$ cat src/cswc_pkg.sv
// ---------------------------------------------------------------------------
// cswc_pkg
// Types and fixed constants of the column stripe centroid unit.
// ---------------------------------------------------------------------------
`timescale 1ns / 1ps
`default_nettype none

package cswc_pkg;

   localparam int RGB_W      = 24;
   localparam int BLUE_W     = 8;
   localparam int CENTROID_W = 20;
   localparam int CSR_DATA_W = 32;
   localparam int CSR_ADDR_W = 3;

   localparam logic [RGB_W-1:0]  BLACK_RGB    = 24'h000000;
   localparam logic [RGB_W-1:0]  WHITE_RGB    = 24'hffffff;
   localparam logic [RGB_W-1:0]  TARGET_RESET = 24'hff0000;
   localparam logic [BLUE_W-1:0] BLUE_FULL    = 8'hff;

   localparam logic [CENTROID_W-1:0] CENTROID_MAX = '1;

   // word index of the target colour register
   localparam logic REG_TARGET_COLOR = 1'b0;

   typedef struct packed {
      logic busy;
      logic done;
   } div_status_type;

endpackage

`default_nettype wire

$ cat src/cswc_divider.sv
// ---------------------------------------------------------------------------
// cswc_divider
// Restoring divider, one quotient bit per cycle, saturating result.
// ---------------------------------------------------------------------------
`timescale 1ns / 1ps
`default_nettype none

module cswc_divider #(
   parameter int NUM_W = 41,
   parameter int DEN_W = 20
) (
   input  wire                                   clock,
   input  wire                                   reset,
   input  wire                                   start,
   input  wire  [NUM_W-1:0]                      numerator,
   input  wire  [DEN_W-1:0]                      denominator,
   output logic [cswc_pkg::CENTROID_W-1:0]       quotient,
   output cswc_pkg::div_status_type              status
);

   localparam int CNT_W = (NUM_W > 1) ? $clog2(NUM_W) : 1;
   localparam int Q_W   = cswc_pkg::CENTROID_W;

   logic [NUM_W-1:0] num_ff,   num_in;
   logic [DEN_W-1:0] den_ff,   den_in;
   logic [DEN_W-1:0] rem_ff,   rem_in;
   logic [Q_W-1:0]   quo_ff,   quo_in;
   logic             ovf_ff,   ovf_in;
   logic [CNT_W-1:0] count_ff, count_in;
   logic             busy_ff,  busy_in;
   logic             done_ff,  done_in;

   logic [DEN_W:0]   rem_shift;
   logic [DEN_W:0]   rem_diff;
   logic             fits;

   assign rem_shift = {rem_ff, num_ff[NUM_W-1]};
   assign rem_diff  = rem_shift - {1'b0, den_ff};
   assign fits      = (rem_shift >= {1'b0, den_ff});

   always_comb begin
      num_in   = num_ff;
      den_in   = den_ff;
      rem_in   = rem_ff;
      quo_in   = quo_ff;
      ovf_in   = ovf_ff;
      count_in = count_ff;
      busy_in  = busy_ff;
      done_in  = 1'b0;
      if (start) begin
         num_in   = numerator;
         den_in   = denominator;
         rem_in   = '0;
         quo_in   = '0;
         ovf_in   = 1'b0;
         count_in = '0;
         busy_in  = 1'b1;
      end else if (busy_ff) begin
         num_in   = num_ff << 1;
         rem_in   = fits ? rem_diff[DEN_W-1:0] : rem_shift[DEN_W-1:0];
         quo_in   = {quo_ff[Q_W-2:0], fits};
         // a set bit leaving the top means the result exceeds the field
         ovf_in   = ovf_ff | quo_ff[Q_W-1];
         count_in = count_ff + 1'b1;
         if (count_ff == CNT_W'(NUM_W - 1)) begin
            busy_in = 1'b0;
            done_in = 1'b1;
         end
      end
   end

   always_ff @(posedge clock) begin
      num_ff   <= num_in;
      den_ff   <= den_in;
      rem_ff   <= rem_in;
      quo_ff   <= quo_in;
      ovf_ff   <= ovf_in;
      count_ff <= count_in;
      if (reset) begin
         busy_ff <= 1'b0;
         done_ff <= 1'b0;
      end else begin
         busy_ff <= busy_in;
         done_ff <= done_in;
      end
   end

   assign quotient    = ovf_ff ? cswc_pkg::CENTROID_MAX : quo_ff;
   assign status.busy = busy_ff;
   assign status.done = done_ff;

endmodule

`default_nettype wire

$ cat src/column_stripe_weighted_centroid_unit.sv
// Pixels are taken one per cycle while a column accumulates (one 8 x row multiply-add).
// After the bottom pixel: a setup state, then the divider runs one quotient bit
// per cycle over 2*log2(MAX_ROWS)+17 bits (41 at 4096 rows); the send state then loads
// the output register. With nothing found, setup goes straight to the send state.
// req_ready is low from the bottom pixel until the result sits in the output register.
// Synchronous reset: target colour to 0xff0000, column sums and row counter cleared.
// ---------------------------------------------------------------------------
// column_stripe_weighted_centroid_unit
// Finds the target colour in a pixel column and gives the weighted centroid row
// of the run around it, in 8-bit fractional fixed point.
// ---------------------------------------------------------------------------
`timescale 1ns / 1ps
`default_nettype none

module column_stripe_weighted_centroid_unit #(
   parameter int MAX_ROWS = 4096
) (
   input  wire                                  clock,
   input  wire                                  reset,

   input  wire                                  req_valid,
   output logic                                 req_ready,
   input  wire  [cswc_pkg::RGB_W-1:0]           req_pixel_rgb,
   input  wire                                  req_last_in_column,

   output logic                                 rsp_valid,
   input  wire                                  rsp_ready,
   output logic                                 rsp_found,
   output logic [cswc_pkg::CENTROID_W-1:0]      rsp_centroid_row_q8,

   input  wire                                  csr_psel,
   input  wire                                  csr_penable,
   input  wire                                  csr_pwrite,
   input  wire  [cswc_pkg::CSR_ADDR_W-1:0]      csr_paddr,
   input  wire  [cswc_pkg::CSR_DATA_W-1:0]      csr_pwdata,
   output logic [cswc_pkg::CSR_DATA_W-1:0]      csr_prdata,
   output logic                                 csr_pready
);

   localparam int ROW_W  = (MAX_ROWS > 2) ? $clog2(MAX_ROWS) : 1;
   localparam int BW     = cswc_pkg::BLUE_W;
   localparam int PROD_W = ROW_W + BW;
   localparam int WS_W   = ROW_W + BW;
   localparam int WRS_W  = 2 * ROW_W + BW;
   localparam int NUM_W  = WRS_W + BW + 1;
   localparam int CW     = cswc_pkg::CENTROID_W;
   localparam int RGB_W  = cswc_pkg::RGB_W;

   typedef enum logic [1:0] {
      ST_ACCUM,
      ST_PREP,
      ST_DIV,
      ST_SEND
   } state_type;

   state_type          state_ff,    state_in;
   logic [RGB_W-1:0]   target_ff,   target_in;
   logic [ROW_W-1:0]   row_ff,      row_in;
   logic [WS_W-1:0]    ws_ff,       ws_in;
   logic [WRS_W-1:0]   wrs_ff,      wrs_in;
   logic               match_ff,    match_in;
   logic               closed_ff,   closed_in;
   logic               found_ff,    found_in;
   logic [CW-1:0]      res_ff,      res_in;
   logic               rsp_valid_ff, rsp_valid_in;
   logic               rsp_found_ff, rsp_found_in;
   logic [CW-1:0]      rsp_q8_ff,   rsp_q8_in;

   logic               px_beat;
   logic               px_edge;
   logic [BW-1:0]      weight;
   logic [PROD_W-1:0]  prod;
   logic               div_start;
   logic [NUM_W-1:0]   div_num;
   logic [CW-1:0]      div_quo;
   cswc_pkg::div_status_type div_status;
   logic               csr_write;

   assign px_beat   = req_valid && req_ready;
   assign px_edge   = (req_pixel_rgb == cswc_pkg::BLACK_RGB) ||
                      (req_pixel_rgb == cswc_pkg::WHITE_RGB);
   assign weight    = cswc_pkg::BLUE_FULL - req_pixel_rgb[BW-1:0];
   assign prod      = PROD_W'(weight) * PROD_W'(row_ff);
   assign csr_write = csr_psel && csr_penable && csr_pwrite && csr_pready &&
                      (csr_paddr[cswc_pkg::CSR_ADDR_W-1] == cswc_pkg::REG_TARGET_COLOR);

   // rounded numerator: sum * 256 + weight/2
   assign div_num   = NUM_W'({wrs_ff, {BW{1'b0}}}) + NUM_W'(ws_ff >> 1);
   assign div_start = (state_ff == ST_PREP) && match_ff && (ws_ff != '0);

   cswc_divider #(
      .NUM_W (NUM_W),
      .DEN_W (WS_W)
   ) u_divider (
      .clock       (clock),
      .reset       (reset),
      .start       (div_start),
      .numerator   (div_num),
      .denominator (ws_ff),
      .quotient    (div_quo),
      .status      (div_status)
   );

   always_comb begin
      state_in     = state_ff;
      target_in    = target_ff;
      row_in       = row_ff;
      ws_in        = ws_ff;
      wrs_in       = wrs_ff;
      match_in     = match_ff;
      closed_in    = closed_ff;
      found_in     = found_ff;
      res_in       = res_ff;
      rsp_valid_in = rsp_valid_ff;
      rsp_found_in = rsp_found_ff;
      rsp_q8_in    = rsp_q8_ff;

      if (csr_write) begin
         target_in = csr_pwdata[RGB_W-1:0];
      end

      if (rsp_valid_ff && rsp_ready) begin
         rsp_valid_in = 1'b0;
      end

      case (state_ff)
         ST_ACCUM: begin
            if (px_beat) begin
               if (!match_ff) begin
                  if (req_pixel_rgb == target_ff) begin
                     match_in = 1'b1;
                  end
                  if (px_edge) begin
                     ws_in  = '0;
                     wrs_in = '0;
                  end else begin
                     ws_in  = ws_ff + WS_W'(weight);
                     wrs_in = wrs_ff + WRS_W'(prod);
                  end
               end else if (!closed_ff) begin
                  if (px_edge) begin
                     closed_in = 1'b1;
                  end else begin
                     ws_in  = ws_ff + WS_W'(weight);
                     wrs_in = wrs_ff + WRS_W'(prod);
                  end
               end
               row_in = (row_ff == ROW_W'(MAX_ROWS - 1)) ? '0 : row_ff + 1'b1;
               if (req_last_in_column) begin
                  state_in = ST_PREP;
               end
            end
         end
         ST_PREP: begin
            found_in  = div_start;
            res_in    = '0;
            row_in    = '0;
            ws_in     = '0;
            wrs_in    = '0;
            match_in  = 1'b0;
            closed_in = 1'b0;
            state_in  = div_start ? ST_DIV : ST_SEND;
         end
         ST_DIV: begin
            if (div_status.done) begin
               res_in   = div_quo;
               state_in = ST_SEND;
            end
         end
         ST_SEND: begin
            if (!rsp_valid_ff || rsp_ready) begin
               rsp_valid_in = 1'b1;
               rsp_found_in = found_ff;
               rsp_q8_in    = res_ff;
               state_in     = ST_ACCUM;
            end
         end
         default: begin
            state_in = ST_ACCUM;
         end
      endcase
   end

   always_ff @(posedge clock) begin
      found_ff     <= found_in;
      res_ff       <= res_in;
      rsp_found_ff <= rsp_found_in;
      rsp_q8_ff    <= rsp_q8_in;
      if (reset) begin
         state_ff     <= ST_ACCUM;
         target_ff    <= cswc_pkg::TARGET_RESET;
         row_ff       <= '0;
         ws_ff        <= '0;
         wrs_ff       <= '0;
         match_ff     <= 1'b0;
         closed_ff    <= 1'b0;
         rsp_valid_ff <= 1'b0;
      end else begin
         state_ff     <= state_in;
         target_ff    <= target_in;
         row_ff       <= row_in;
         ws_ff        <= ws_in;
         wrs_ff       <= wrs_in;
         match_ff     <= match_in;
         closed_ff    <= closed_in;
         rsp_valid_ff <= rsp_valid_in;
      end
   end

   assign req_ready           = (state_ff == ST_ACCUM);
   assign rsp_valid           = rsp_valid_ff;
   assign rsp_found           = rsp_found_ff;
   assign rsp_centroid_row_q8 = rsp_q8_ff;
   assign csr_pready          = 1'b1;
   assign csr_prdata          =
      (csr_paddr[cswc_pkg::CSR_ADDR_W-1] == cswc_pkg::REG_TARGET_COLOR) ?
      cswc_pkg::CSR_DATA_W'(target_ff) : '0;

endmodule

`default_nettype wire

$ cat config.mk
export PLATFORM = sky130hd
export DESIGN_NAME = column_stripe_weighted_centroid_unit
export DESIGN_NICKNAME = d
export VERILOG_FILES = /design/src/cswc_pkg.sv /design/src/cswc_divider.sv /design/src/column_stripe_weighted_centroid_unit.sv
export SDC_FILE = /design/constraint.sdc
export NUM_CORES = 1
export LEC_CHECK = 0
export BUFFER_PORTS_ARGS = -buffer_cell sky130_fd_sc_hd__buf_4
export CORE_ASPECT_RATIO = 0.9
export CORE_MARGIN = 3
export CORE_UTILIZATION = 55
export CTS_BUF_LIST = sky130_fd_sc_hd__clkbuf_16
export DETAILED_ROUTE_END_ITERATION = 16
export PLACE_DENSITY = 0.74
export SETUP_SLACK_MARGIN = 0.3
export SYNTH_ARGS = -nofsm -noshare
export SYNTH_HDL_FRONTEND = slang
export SYNTH_SLANG_ARGS = --single-unit
$ cat constraint.sdc
create_clock -name clock -period 7.8 [get_ports clock]
set_clock_uncertainty 0.1 [all_clocks]
set_input_delay 0.39 -clock clock [delete_from_list [all_inputs] [get_ports clock]]
set_output_delay 0.39 -clock clock [all_outputs]
set_load 0.1 [all_outputs]
# ---- Yosys cells after proc, flatten, opt, wreduce, memory -nomap -nowiden
# Cells that the tools add are included.
dict set report op_classes {
  add_sub_neg 7
  multipliers 1
  order_cmp 1
  eq_ne 14
  muxes 44
  n_bitwise 3
  n_reduce_logical 23
}
# op count
set op_table {}
lappend op_table {{20-bit 2-to-1 mux} 8}
lappend op_table {{32-bit 2-to-1 mux} 5}
lappend op_table {{41-bit 2-to-1 mux} 2}
lappend op_table {{20-bit case mux with 2 select lines} 2}
lappend op_table {{32-bit case mux with 2 select lines} 1}
lappend op_table {{40-bit by 19-bit adder with 41-bit output} 1}
lappend op_table {{32-bit by 20-bit adder with 32-bit output} 1}
lappend op_table {{24-bit equality test} 1}
lappend op_table {{24-bit equality test, second input constant} 1}
lappend op_table {{24-bit logical NOT} 1}
lappend op_table {{12-bit 2-to-1 mux} 2}
lappend op_table {{24-bit 2-to-1 mux} 1}
lappend op_table {{12-bit case mux with 2 select lines} 1}
lappend op_table {{21-bit by 20-bit greater-or-equal comparator with 1-bit output} 1}
lappend op_table {{20-bit by 8-bit adder with 20-bit output} 1}
lappend op_table {{8-bit by 12-bit multiplier with 20-bit output} 1}
lappend op_table {{20-bit nonzero test} 1}
lappend op_table {{20-bit subtractor} 1}
lappend op_table {{1-bit 2-to-1 mux} 15}
lappend op_table {{12-bit by 1-bit adder with 12-bit output, second input constant} 1}
lappend op_table {{12-bit equality test, second input constant} 1}
lappend op_table {{2-bit 2-to-1 mux} 4}
lappend op_table {{2-bit by 1-bit inequality test with 1-bit output, second input constant} 4}
lappend op_table {{2-bit case mux with 4 select lines} 1}
lappend op_table {{other kinds (19)} 35}
dict set report word_totals {
  ff_bits 245
  out_inout_bits 56
  word_cells 113
}

# ---- Logic depth before layout (Yosys ltp)
# Gate-level depths: netlist (run 1).
dict set report depth {
  word_depth 8
  mapped_depth 21
}

# ---- Hierarchy
# From an unflattened synthesis (run 1), not the netlist that was laid out.
dict set report unflattened {
  hier_cells 1749
  hier_area_um2 16425.8
}
# module n_inst cells_each area_each_um2 seq_area_each_um2
set by_module_without_submodules {}
lappend by_module_without_submodules {column_stripe_weighted_centroid_unit 1 1248 10841.6 3123.0}
lappend by_module_without_submodules {cswc_divider 1 501 5584.1 2812.7}

# ---- Least setup slack after synthesis (run 1)
# Ideal clock, no wire load.
dict set report synth_path {
  kind {input port to flip-flop}
  startpoint {in req_pixel_rgb[1] (netlist name)}
  endpoint {reg wrs_ff[25]}
  setup_ns 0.059
  arrival_ns 4.873
  t_required_ns 7.641
  slack_ns 2.768
  stages 20
  path_buffers 1
  path_cell_list {inv_1 -> clkbuf_1 -> nand2_1 -> fa_1 -> inv_1 -> fa_1 -> inv_1 -> fa_1 -> fa_1 -> inv_1 -> ha_1 -> inv_1 -> o21bai_1 -> a21oi_1 -> o21ai_0 -> a221oi_1 -> o21bai_1 -> nand3_1 -> or4_1 -> nand2_1}
}
dict set report synth_via {
  elab_chain_cells 8
  elab_cells_between_ends 14
  cone_classes {2 x add/sub; 1 x mul; 2 x eq/ne; 6 x mux; 3 x reduce/logical}
}
# item line
set synth_rtl {}
lappend synth_rtl {{from (decl)} column_stripe_weighted_centroid_unit.sv:23} ;# input wire [cswc_pkg::RGB_W-1:0] req_pixel_rgb,
lappend synth_rtl {{8-bit subtractor} column_stripe_weighted_centroid_unit.sv:82} ;# assign weight = cswc_pkg::BLUE_FULL - req_pixel_rgb[BW-1:0];
lappend synth_rtl {{8-bit by 12-bit multiplier with 20-bit output} column_stripe_weighted_centroid_unit.sv:83} ;# assign prod = PROD_W'(weight) * PROD_W'(row_ff);
lappend synth_rtl {{32-bit by 20-bit adder with 32-bit output} {column_stripe_weighted_centroid_unit.sv:138, column_stripe_weighted_centroid_unit.sv:145}}
lappend synth_rtl {{32-bit 2-to-1 mux} column_stripe_weighted_centroid_unit.sv:141} ;# if (px_edge) begin
lappend synth_rtl {{32-bit 2-to-1 mux} column_stripe_weighted_centroid_unit.sv:140} ;# end else if (!closed_ff) begin
lappend synth_rtl {{32-bit 2-to-1 mux} column_stripe_weighted_centroid_unit.sv:129} ;# if (!match_ff) begin
lappend synth_rtl {{32-bit 2-to-1 mux} column_stripe_weighted_centroid_unit.sv:128} ;# if (px_beat) begin
lappend synth_rtl {{32-bit case mux with 2 select lines} column_stripe_weighted_centroid_unit.sv:126} ;# case (state_ff)
lappend synth_rtl {{to (signal assigned)} column_stripe_weighted_centroid_unit.sv:203} ;# wrs_ff <= wrs_in;
lappend synth_rtl {{to (decl)} column_stripe_weighted_centroid_unit.sv:60} ;# logic [WRS_W-1:0] wrs_ff, wrs_in;
# Parallel ways exist; a longest one is shown, timed or not. The select of a mux whose other input is x is not followed.
# A chain may end at the register's enable or synchronous reset.

# ---- Worst setup path in the final report (run 1)
dict set report layout_path {
  startpoint {reg row_ff[3]}
  endpoint {reg wrs_ff[23]}
}
dict set report layout_via {
  elab_chain_cells 7
  elab_cells_between_ends 8
  cone_classes {1 x add/sub; 1 x mul; 6 x mux}
}
# item line
set layout_rtl {}
lappend layout_rtl {{from (decl)} column_stripe_weighted_centroid_unit.sv:58} ;# logic [ROW_W-1:0] row_ff, row_in;
lappend layout_rtl {{from (signal assigned)} column_stripe_weighted_centroid_unit.sv:201} ;# row_ff <= row_in;
lappend layout_rtl {{8-bit by 12-bit multiplier with 20-bit output (*)} column_stripe_weighted_centroid_unit.sv:83}
lappend layout_rtl {{32-bit by 20-bit adder with 32-bit output (*)} {column_stripe_weighted_centroid_unit.sv:138, column_stripe_weighted_centroid_unit.sv:145}}
lappend layout_rtl {{32-bit 2-to-1 mux} column_stripe_weighted_centroid_unit.sv:141}
lappend layout_rtl {{32-bit 2-to-1 mux} column_stripe_weighted_centroid_unit.sv:140}
lappend layout_rtl {{32-bit 2-to-1 mux (*)} column_stripe_weighted_centroid_unit.sv:129}
lappend layout_rtl {{32-bit 2-to-1 mux (*)} column_stripe_weighted_centroid_unit.sv:128}
lappend layout_rtl {{32-bit case mux with 2 select lines (*)} column_stripe_weighted_centroid_unit.sv:126}
# Mark *: on every way between the ends. The rest lies on a longest branch, timed or not. The select of a mux whose other input is x is not followed.

==> out/metrics.cfg, run 1 <==
[timing]
maxSlewViolCount=0
fmax_mhz=180
layout_worst_path_cycle_share_pct=71.3
tightest_slew_ns=1.15
hold_viol_final=0
setup_violations=0
final.min_clock_period_ns=5.56
hold_slack_ns=0.0174
timing.setup.tns_ns=0
rsz0062_at_grt=false
relSlewSlack_pct=22.9

[cells_and_area]
num_antenna_cells=0
final_util_pct=63.4
layout-drive-gt1-share_pct=9.46
n_fill_cell=2359
area_growth_syn_to_layout_pct=12.8
design_area_sq_um=17900
nets=2059

[cts]
cts-resized-gates=0
clkLatencyLatePin_ns=0.55
cts_made_buffers=25
htree_levels=1
clk_pin_slew_worst_paths_ns=0.06
post-cts-setup-buffer-count=0
root_buffer=clkbuf_16
clock-sinks=245
cts_tree=yes
cts_hold_buffers=22
clockBufferDepth=3

[min_path]
worstHoldPathType=in -> reg

[synthesis]
synth_ff_type=dfxtp_1
synth_edf_count=103
ys_ff_latch=245
syn_inst=1741
synthArstFlopShare_pct=0
synth_area_per_cell_sq_um=9.10
ys_seq_area_share_pct=37.5
yosysWarnings=0
synth_cell_types=68
synth_area_sq_um=15800

[power_and_ir_drop]
p_leak_nw=7.67
p_per_area_nw_per_um2=215
ir_worst_vdd_uv=198
p_total_mw=3.84

[placed_design]
io_buffers=103
place_area_sq_um=16800
hpwl_um=25600
gp_congestion=0.871

[floorplanning]
num_rows=58
core_sq_um=28200
dieArea_sq_um=30900
die_width_um=185
io_pins=123
fp.dieH_um=167
start_util_pct=56.2

[global_route]
grt_pass1_wl_um=59700
antenna_found_initial=0
grt_pass1_vias=12200
grt_usage_pct=23.3
gr-total-overflow=0
grt_max_degree=93

[detailed_routing]
drt_iter0_markers=717
ant_nets=0
wl_per_cell_um=16.3
drt-pass1-iter-count=5
vias=12300
wirelength_um=35800
drc=0
viasPerCell=5.57

[run_status]
run_status=finished clean

[worst_setup_path]
critPathCaptureType=flip-flop
cp_max_fo=12
start_kind=flip-flop
cp.arrival_ns=5.86
cp.required_ns=8.10
path_class=reg -> reg

[job]
cap_viol_max_count=0

-- kinds of logic after synthesis --
group | Yosys count | share of synthesized area (%)
AOI/OAI and AO/OA | 327 | 12.9
other | 2 | 0.0474
DFF | 245 | 37.5
muxes | 25 | 1.58
and+or+nand+nor | 596 | 18.0
xor gates and xnor gates | 106 | 5.86
adders and majority gates | 172 | 17.4
buffers and inverters | 268 | 6.69
-- cell type report --
type                    instances  area (sq um)  area share, %
flip-flops and latches        245          5940           33.2
repair buffers                130          1030           5.77
well taps                     360           450           2.52
clock inverters                19           200           1.12
clock buffers                  27           676           3.78
inverters                     183           687           3.85
multi-input cells            1235          8880           49.7
-- through the flow --
stage | std cells | setup WS, ns
2_1_floorplan | 1748 | 2.77
3_3_place_gp | 2131 | 2.20
3_5_place_dp | 2131 | 2.02
4_1_cts | 2199 | 2.23
5_1_grt | 2199 | 1.82
6_report | 2199 | 2.24
-- path summary, 6_finish.rpt --
kind / depth (start not counted) / slack (ns) / to / start
worst max register to register: 16 / 2.24 / wrs_ff[23] / row_ff[3]
worst min-delay path: 3 / 0.02 / target_ff[0] / csr_pwdata[0]
worst max-delay path: 16 / 2.24 / wrs_ff[23] / row_ff[3]
worst min register to register: 0 / 0.32 / rsp_centroid_row_q8[13] / res_ff[13]
-- power by group --
part	total (mW)	leakage, nW	internal, mW	switching [mW]
Sequential	1.55	2.11	1.46	0.0858
Clock	1.27	0.437	0.736	0.539
Combinational	1.01	5.12	0.344	0.669
Total	3.84	7.67	2.54	1.29
-- synthesized netlist by cell type (3+ instances only) --
| library cell | count | share of area, % |
|---|---|---|
| fa_1 | 81 | 10 |
| xnor2_1 | 54 | 3.0 |
| nand2b_1 | 13 | 0.51 |
| or4_1 | 5 | 0.24 |
| mux2i_1 | 25 | 1.6 |
| o31ai_1 | 7 | 0.33 |
| ha_1 | 91 | 7.2 |
| o31a_1 | 3 | 0.17 |
| a211oi_1 | 7 | 0.33 |
| a31oi_1 | 7 | 0.28 |
| nand3_1 | 35 | 1.1 |
| or3_1 | 12 | 0.47 |
| edfxtp_1 | 103 | 20 |
| nor3_1 | 22 | 0.70 |
| a22o_1 | 8 | 0.44 |
| inv_1 | 183 | 4.3 |
| nand3b_1 | 13 | 0.62 |
| nor2_1 | 121 | 2.9 |
| nor4_1 | 15 | 0.59 |
| a21oi_1 | 113 | 3.6 |
| or2_2 | 6 | 0.24 |
| a21o_1 | 20 | 0.95 |
| o211ai_1 | 8 | 0.38 |
| buf_1 | 3 | 0.071 |
| dfxtp_1 | 142 | 18 |
| o21bai_1 | 8 | 0.38 |
| xor2_1 | 52 | 2.9 |
| nand4_1 | 22 | 0.87 |
| nand2_1 | 221 | 5.2 |
| clkbuf_1 | 69 | 1.6 |
| nor2b_1 | 88 | 3.5 |
| and3_1 | 10 | 0.40 |
| o21ai_0 | 85 | 2.7 |
| buf_4 | 10 | 0.47 |
| a22oi_1 | 8 | 0.38 |
| o21a_1 | 28 | 1.3 |
-- layer usage --
| metal | vias to the layer above | global-route usage (%) | part of all wire (%) |
|---|---|---|---|
| met2 | 303 | 39.6 | 48 |
| met5 | - | 0 | 0 |
| met4 | 0 | 6.49 | 2.7 |
| met1 | 5877 | 31.2 | 44 |
| met3 | 66 | 3.49 | 5.0 |
| li1 | 6004 | - | - |
-- critical path, stage by stage, from the launching register on --
cell and delay, ns:
dfxtp_1 0.61, nor2b_1 0.23, fa_1 0.47, fa_1 0.53, fa_1 0.55, inv_1 0.05
fa_1 0.53, inv_1 0.04, ha_1 0.22, or3_1 0.41, a21oi_1 0.29, o21ai_0 0.21
a221oi_1 0.47, o21bai_1 0.19, nand3_1 0.27, xor2_1 0.19, nor2_1 0.06
-- state kept, by name, indices dropped and copies added, names as in the netlist, 6 cells and up --
| name | flops |
|---|---|
| u_divider.den_ff | 20 |
| ws_ff | 20 |
| u_divider.count_ff | 6 |
| u_divider.num_ff | 41 |
| target_ff | 24 |
| u_divider.quo_ff | 20 |
| row_ff | 12 |
| wrs_ff | 32 |
| res_ff | 20 |
| u_divider.rem_ff | 20 |
| rsp_centroid_row_q8 | 20 |
-- layout by cell type, fill, tap and decap left out, types with 3 or more instances in the layout --
cell,instances
a211oi_1,7
a21o_1,20
a21oi_1,113
a22o_1,8
a22oi_1,8
a31oi_1,6
and3_1,10
buf_4,108
bufinv_16,3
clkbuf_16,27
clkinv_2,8
conb_1,9
dfxtp_1,141
dlygate4sd3_1,22
edfxtp_1,103
fa_1,81
ha_1,91
inv_1,182
mux2i_1,25
nand2_1,221
nand2b_1,12
nand3_1,35
nand3b_1,13
nand4_1,22
nor2_1,121
nor2b_1,87
nor3_1,22
nor4_1,15
o211ai_1,8
o21a_1,28
o21ai_0,84
o21bai_1,8
o31a_1,3
o31ai_1,7
or2_2,6
or3_1,12
or4_1,5
xnor2_1,54
xor2_1,52
No activity file was read; power rests on OpenSTA's default activity.
==> run 2: changes to the inputs <==
- clock period: 7.8 -> 5.5 ns (I/O delays scaled with it)
==> run 2 against run 1 <==
Compared with the run above:
- register-to-register slack worse by 1.7 ns
- final cell count is 0.91% higher
- sequential power is 41% higher
- routed wire length is 0.93% lower
- via count is 0.67% higher
==> out/metrics.cfg, run 2 (synthesized netlist as in run 1, its figures left out) <==
[timing]
setup_slack_ns=0.513  ; -1.72 ns
setup_violations=0  ; unchanged
fmax_mhz=201  ; +12%
rsz0062_at_grt=true
maxSlewViolCount=0  ; unchanged
layout_worst_path_cycle_share_pct=90.7  ; +19 points
final.min_clock_period_ns=4.99  ; -0.577 ns
hold_viol_final=0  ; unchanged
tightest_slew_ns=1.16  ; +0.00955 ns
timing.setup.tns_ns=0  ; unchanged
relSlewSlack_pct=22.2  ; -0.64 points

[worst_setup_path]
cp.arrival_ns=5.31  ; -0.55 ns
cp_slowest_cell=fa_1
path_class=reg -> reg
rr_startpoint=row_ff[2]
slowest_delay_ns=0.55  ; -0.06 ns
ff2ff_setup_slack_ns=0.51  ; -1.72 ns
cp_num_buf_inv=3  ; +1
worstPathCellList=nor2b_1 -> fa_1 -> fa_1 -> fa_1 -> inv_1 -> fa_1 -> inv_1 -> ha_1 -> or3_1 -> a21oi_1 -> buf_4 -> o211ai_1 -> a31oi_1 -> o21ai_0 -> a21oi_1 -> xnor2_1 -> a22o_1
cp-startpoint=row_ff[2]
crit_top_cell=fa_1
crit_family=adder cells
cp.depth=17  ; +1
critPathCaptureType=flip-flop
start_kind=flip-flop
cp.required_ns=5.83  ; -2.27 ns
rr_worst_depth=17  ; +1
cp_max_fo=9  ; -3

[detailed_routing]
drt-pass1-iter-count=5  ; unchanged
wirelength_um=35500  ; -0.93%
drt_iter0_markers=814  ; +14%
wl_per_cell_um=16.0  ; -1.8%
viasPerCell=5.56  ; -0.24%
ant_nets=0  ; unchanged
drc=0  ; unchanged
vias=12300  ; +0.67%

[cts]
clkLatencyLatePin_ns=0.54  ; about the same
clk_pin_slew_worst_paths_ns=0.07  ; about the same
htree_levels=1  ; unchanged
clockBufferDepth=3  ; unchanged
cts_tree=yes
clock-sinks=245  ; unchanged
cts_made_buffers=25  ; unchanged
root_buffer=clkbuf_16

[power_and_ir_drop]
switching_share_pct=33.2  ; -0.55 points
p_per_area_nw_per_um2=298  ; +39%
ir_worst_vdd_uv=240  ; +21%
clkPwrFrac_pct=32.4  ; -0.8 points
switchingPower_mw=1.78  ; +38%
p_leak_nw=7.77  ; +1.4%
pwr-share-comb_pct=26.9  ; +0.5 points
intPower_mw=3.59  ; +41%
p_seq_share_pct=40.7  ; +0.3 points

[cells_and_area]
most-common-layout-cells=nand2_1 (221), inv_1 (186), dfxtp_1 (131)
nets=2079  ; +0.97%
regMostFlops=u_divider.num_ff
n_fill_cell=2309  ; -2.1%
largestRegisters=u_divider.num_ff x41, wrs_ff x32, target_ff x24
area_growth_syn_to_layout_pct=14.0
largest_reg_flops=41  ; unchanged
register_area_sq_um=5960  ; +0.34%
final_util_pct=64.1  ; +0.67 points
fin_cells=2219  ; +0.91%
final_common_cell=nand2_1
design_area_sq_um=18000  ; +1.1%
num_antenna_cells=0  ; unchanged
layout-drive-gt1-share_pct=11.0  ; +1.6 points
multi_input_area_sq_um=8920  ; +0.49%

[min_path]
holdCritStartpoint=req_last_in_column
hold-path-cell-count=5  ; +2
worstHoldPathType=in -> reg

[global_route]
grt_usage_pct=23.3  ; -0.074 points
grt_pass1_wl_um=59900  ; +0.41%
grt_max_degree=85  ; -8.6%
antenna_found_initial=0  ; unchanged
gr-total-overflow=0  ; unchanged
grt_pass1_vias=12400  ; +1.4%

[run_status]
run_status=finished clean

[placed_design]
dp_cells=2147  ; +0.75%
gp_congestion=0.872  ; about the same
hpwl_um=25900  ; +1.2%
place_area_sq_um=16900  ; +0.72%
io_buffers=103  ; unchanged
pre_cts_slack_ns=0.118  ; -1.91 ns

[floorplanning]
io_pins=123  ; unchanged
core_sq_um=28200  ; unchanged
dieArea_sq_um=30900  ; unchanged
die_width_um=185  ; unchanged
num_rows=58  ; unchanged
fp.dieH_um=167  ; unchanged
start_util_pct=56.2  ; unchanged

[job]
cap_viol_max_count=0  ; unchanged

[run 2: changes by cell type in the layout (fill, tap and decap cells not counted), sizes merged]
cell / previous run / this run
clkinv: 12 / 8
buf: 108 / 125
dlygate4sd3: 22 / 25
clkbuf: 27 / 25
inv: 186 / 190
bufinv: 3 / 4
clkinvlp: 1 / 2
[run 2: metal layers]
layer | vias up | GRT usage (%) | share of wire (%)
li1 | 6032 | - | -
met1 | 5927 | 31.5 | 44
met2 | 297 | 39.1 | 48
met3 | 76 | 3.28 | 4.7
met4 | 0 | 6.59 | 2.5
met5 | - | 0 | 0
[run 2: area by class of cell]
| type | count | share of cell area (%) |
|---|---|---|
| clock buffer | 25 | 3.47 |
| sequential | 245 | 33.0 |
| timing repair buffer | 150 | 6.59 |
| tap | 360 | 2.50 |
| multi-input combinational | 1235 | 49.4 |
| inverter | 183 | 3.81 |
| clock inverter | 21 | 1.20 |
[run 2: through the flow]
stage	hold slack [ns]	power, mW
2_1_floorplan	0.299	3.30
3_3_place_gp	0.300	3.60
3_5_place_dp	0.305	3.64
4_1_cts	0.0895	5.41
5_1_grt	0.132	5.66
6_report	0.121	5.37
[run 2: what timing repair did]
item,CTS,global route
setup buffers,0,1
hold endpoints to repair,25,0
hold buffers,25,0
setup endpoints to repair,5,13
gates resized for setup,5,23
pin swaps,0,2
[run 2: worst paths after layout]
kind,to
worst max-delay path,wrs_ff[19]
worst min-delay path,state_ff[0]
worst max register to register,wrs_ff[19]
worst min register to register,rsp_centroid_row_q8[13]
[run 2: power groups by stage]
stage | sequential, mW | combinational, mW | clock, mW
after floorplan | 2.27 | 1.03 | 0
after global placement | 2.22 | 1.38 | 0
after detailed placement | 2.22 | 1.42 | 0
after CTS | 2.19 | 1.44 | 1.78
after global routing | 2.20 | 1.61 | 1.85
final | 2.19 | 1.45 | 1.74
[run 2: worst reg2reg max path, delay by kind of cell, from the launching register on]
family                   cells  cell delay [ns]
XOR/XNOR                     1             0.08
buffers and inverters        3             0.26
AO/OA/AOI/OAI                6             1.10
AND/OR/NAND/NOR              2             0.61
flip-flops                   1             0.42
adder cells (fa/ha/maj)      5             2.29
==> run 3: changes to the inputs <==
- REMOVE_ABC_BUFFERS: unset -> 1
==> run 3 against run 2 <==
Compared with the run above:
- fmax rose by 0.81%
- clock power fell by 2%
- global-route usage fell by 0.31 points
- sequential power barely moved
- first-iteration DRC count rose by 2.6%
- die area did not move
- sequential share of layout area rose by 0.11 points
- via count fell by 0.28%
- clock-buffer cell count rose by 1
- largest cell class unchanged
==> out/metrics.cfg, run 3 (synthesized netlist as in run 1, its figures left out) <==
[detailed_routing]
drt_iter0_markers=835  ; +2.6%
vias=12300  ; -0.28%
wirelength_um=35100  ; -0.98%
viasPerCell=5.55  ; -0.10%
drt-pass1-iter-count=5  ; unchanged
ant_nets=0  ; unchanged
drc=0  ; unchanged
wl_per_cell_um=15.9  ; -0.80%

[floorplanning]
io_pins=123  ; unchanged
core_sq_um=28200  ; unchanged
die_width_um=185  ; unchanged
dieArea_sq_um=30900  ; unchanged
fp.dieH_um=167  ; unchanged
start_util_pct=56.2  ; unchanged
num_rows=58  ; unchanged

[timing]
setup_slack_ns=0.553  ; +0.0400 ns
relSlewSlack_pct=17.4  ; -4.9 points
tightest_slew_ns=1.24  ; +0.0795 ns
hold_viol_final=0  ; unchanged
setup_violations=0  ; unchanged
rsz0062_at_grt=false
fmax_mhz=202  ; +0.81%
layout_worst_path_cycle_share_pct=89.9  ; -0.73 points
timing.setup.tns_ns=0  ; unchanged
maxSlewViolCount=0  ; unchanged
final.min_clock_period_ns=4.95  ; -0.0400 ns

[cells_and_area]
num_antenna_cells=0  ; unchanged
largestRegisters=u_divider.num_ff x41, wrs_ff x32, target_ff x24
layout-drive-gt1-share_pct=10.8  ; -0.25 points
regMostFlops=u_divider.num_ff
final_common_cell=nand2_1
design_area_sq_um=18000  ; -0.32%
multi_input_area_sq_um=8920  ; about the same
n_fill_cell=2382  ; +3.2%
most-common-layout-cells=nand2_1 (221), inv_1 (186), dfxtp_1 (132)
nets=2074  ; -0.24%
final_util_pct=63.9  ; -0.20 points
register_area_sq_um=5960  ; about the same
area_growth_syn_to_layout_pct=13.6
largest_reg_flops=41  ; unchanged

[worst_setup_path]
path_class=reg -> reg
cp.arrival_ns=5.32  ; about the same
cp_max_fo=10  ; +1
start_kind=flip-flop
cp.required_ns=5.87  ; +0.04 ns
slowest_delay_ns=0.54  ; about the same
crit_top_cell=fa_1
worstPathCellList=buf_4 -> nor2b_1 -> fa_1 -> fa_1 -> fa_1 -> inv_1 -> fa_1 -> inv_1 -> ha_1 -> a21o_1 -> a21o_1 -> a21oi_1 -> o21ai_1 -> nand2b_1 -> a31oi_1 -> o21ai_1 -> buf_4 -> or4_1 -> nand2_1
cp_slowest_cell=fa_1
critPathCaptureType=flip-flop

[power_and_ir_drop]
p_per_area_nw_per_um2=297  ; -0.36%
p_leak_nw=7.74  ; -0.50%
p_total_mw=5.34  ; -0.67%
ir_worst_vdd_uv=307  ; +28%

[global_route]
grt_pass1_vias=12200  ; -1.4%
antenna_found_initial=0  ; unchanged
gr-total-overflow=0  ; unchanged
grt_pass1_wl_um=59400  ; -0.86%
grt_usage_pct=22.9  ; -0.31 points
grt_max_degree=88  ; +3.5%

[job]
cap_viol_max_count=0  ; unchanged

[placed_design]
io_buffers=103  ; unchanged
pre_cts_slack_ns=0.189  ; +0.0704 ns
place_area_sq_um=16800  ; -0.27%
gp_congestion=0.883  ; +1.2%
hpwl_um=25100  ; -3.1%

[run_status]
run_status=finished clean

[cts]
clockBufferDepth=3  ; unchanged
htree_levels=1  ; unchanged
root_buffer=clkbuf_16
cts_made_buffers=26  ; +4.0%
clock-sinks=245  ; unchanged
clk_pin_slew_worst_paths_ns=0.06  ; about the same
cts_tree=yes
clkLatencyLatePin_ns=0.53  ; about the same

[min_path]
worstHoldPathType=in -> reg

[run 3: cell count changes in the layout (fill, tap and decap cells not counted), moves of 2 or more]
cell,change
buf_4,-6
clkinvlp_4,+2
bufinv_16,-2
dfxtp_2,-2
[run 3: area by class of cell]
type	count	area share [%]
Clock buffer	26	3.62
Clock inverter	22	1.01
Inverter	183	3.82
Multi-Input combinational cell	1235	49.6
Sequential cell	245	33.1
Tap cell	360	2.50
Timing Repair Buffer	144	6.36
[run 3: power by group]
group / switching (mW) / leakage [nW] / internal (mW)
combinational: 0.952 / 5.21 / 0.497
sequential: 0.117 / 2.11 / 2.08
clock: 0.733 / 0.414 / 0.963
[run 3: routing by layer]
layer,global-route usage [%],up-vias,part of all wire (%)
met5,0,-,0
met2,38.3,280,48
met4,5.51,0,2.2
met3,2.84,57,4.4
li1,-,6012,-
met1,32.0,5948,46
[run 3: what timing repair did]
item / in CTS / in global routing
endpoints found under the setup margin: 4 / 11
pin swaps: 0 / 2
setup buffers: 0 / 1
resized for setup: 8 / 18
endpoints found under the hold margin: 25 / 0
hold buffers: 25 / 0
[run 3: path summary, 6_finish.rpt]
kind | cells past startpoint | to | slack [ns] | from
worst min register to register | 0 | rsp_centroid_row_q8[17] | 0.31 | res_ff[17]
worst min-delay path | 4 | row_ff[4] | 0.11 | req_valid
worst max-delay path | 19 | wrs_ff[28] | 0.55 | row_ff[5]
worst max register to register | 19 | wrs_ff[28] | 0.55 | row_ff[5]
[run 3: critical path: cells and delay by family (launching register included)]
| family | cells | cell delay (ns) |
|---|---|---|
| buffers and inverters | 4 | 0.44 |
| and+or+nand+nor | 4 | 0.75 |
| AOI/OAI and AO/OA | 6 | 0.84 |
| adders and majority gates | 5 | 2.33 |
| DFF | 1 | 0.44 |
[run 3: through the flow]
step | cells | hold WS, ns
2_1_floorplan | 1663 | 0.244
3_3_place_gp | 2141 | 0.301
3_5_place_dp | 2141 | 0.305
4_1_cts | 2214 | 0.0835
5_1_grt | 2215 | 0.126
6_report | 2215 | 0.109
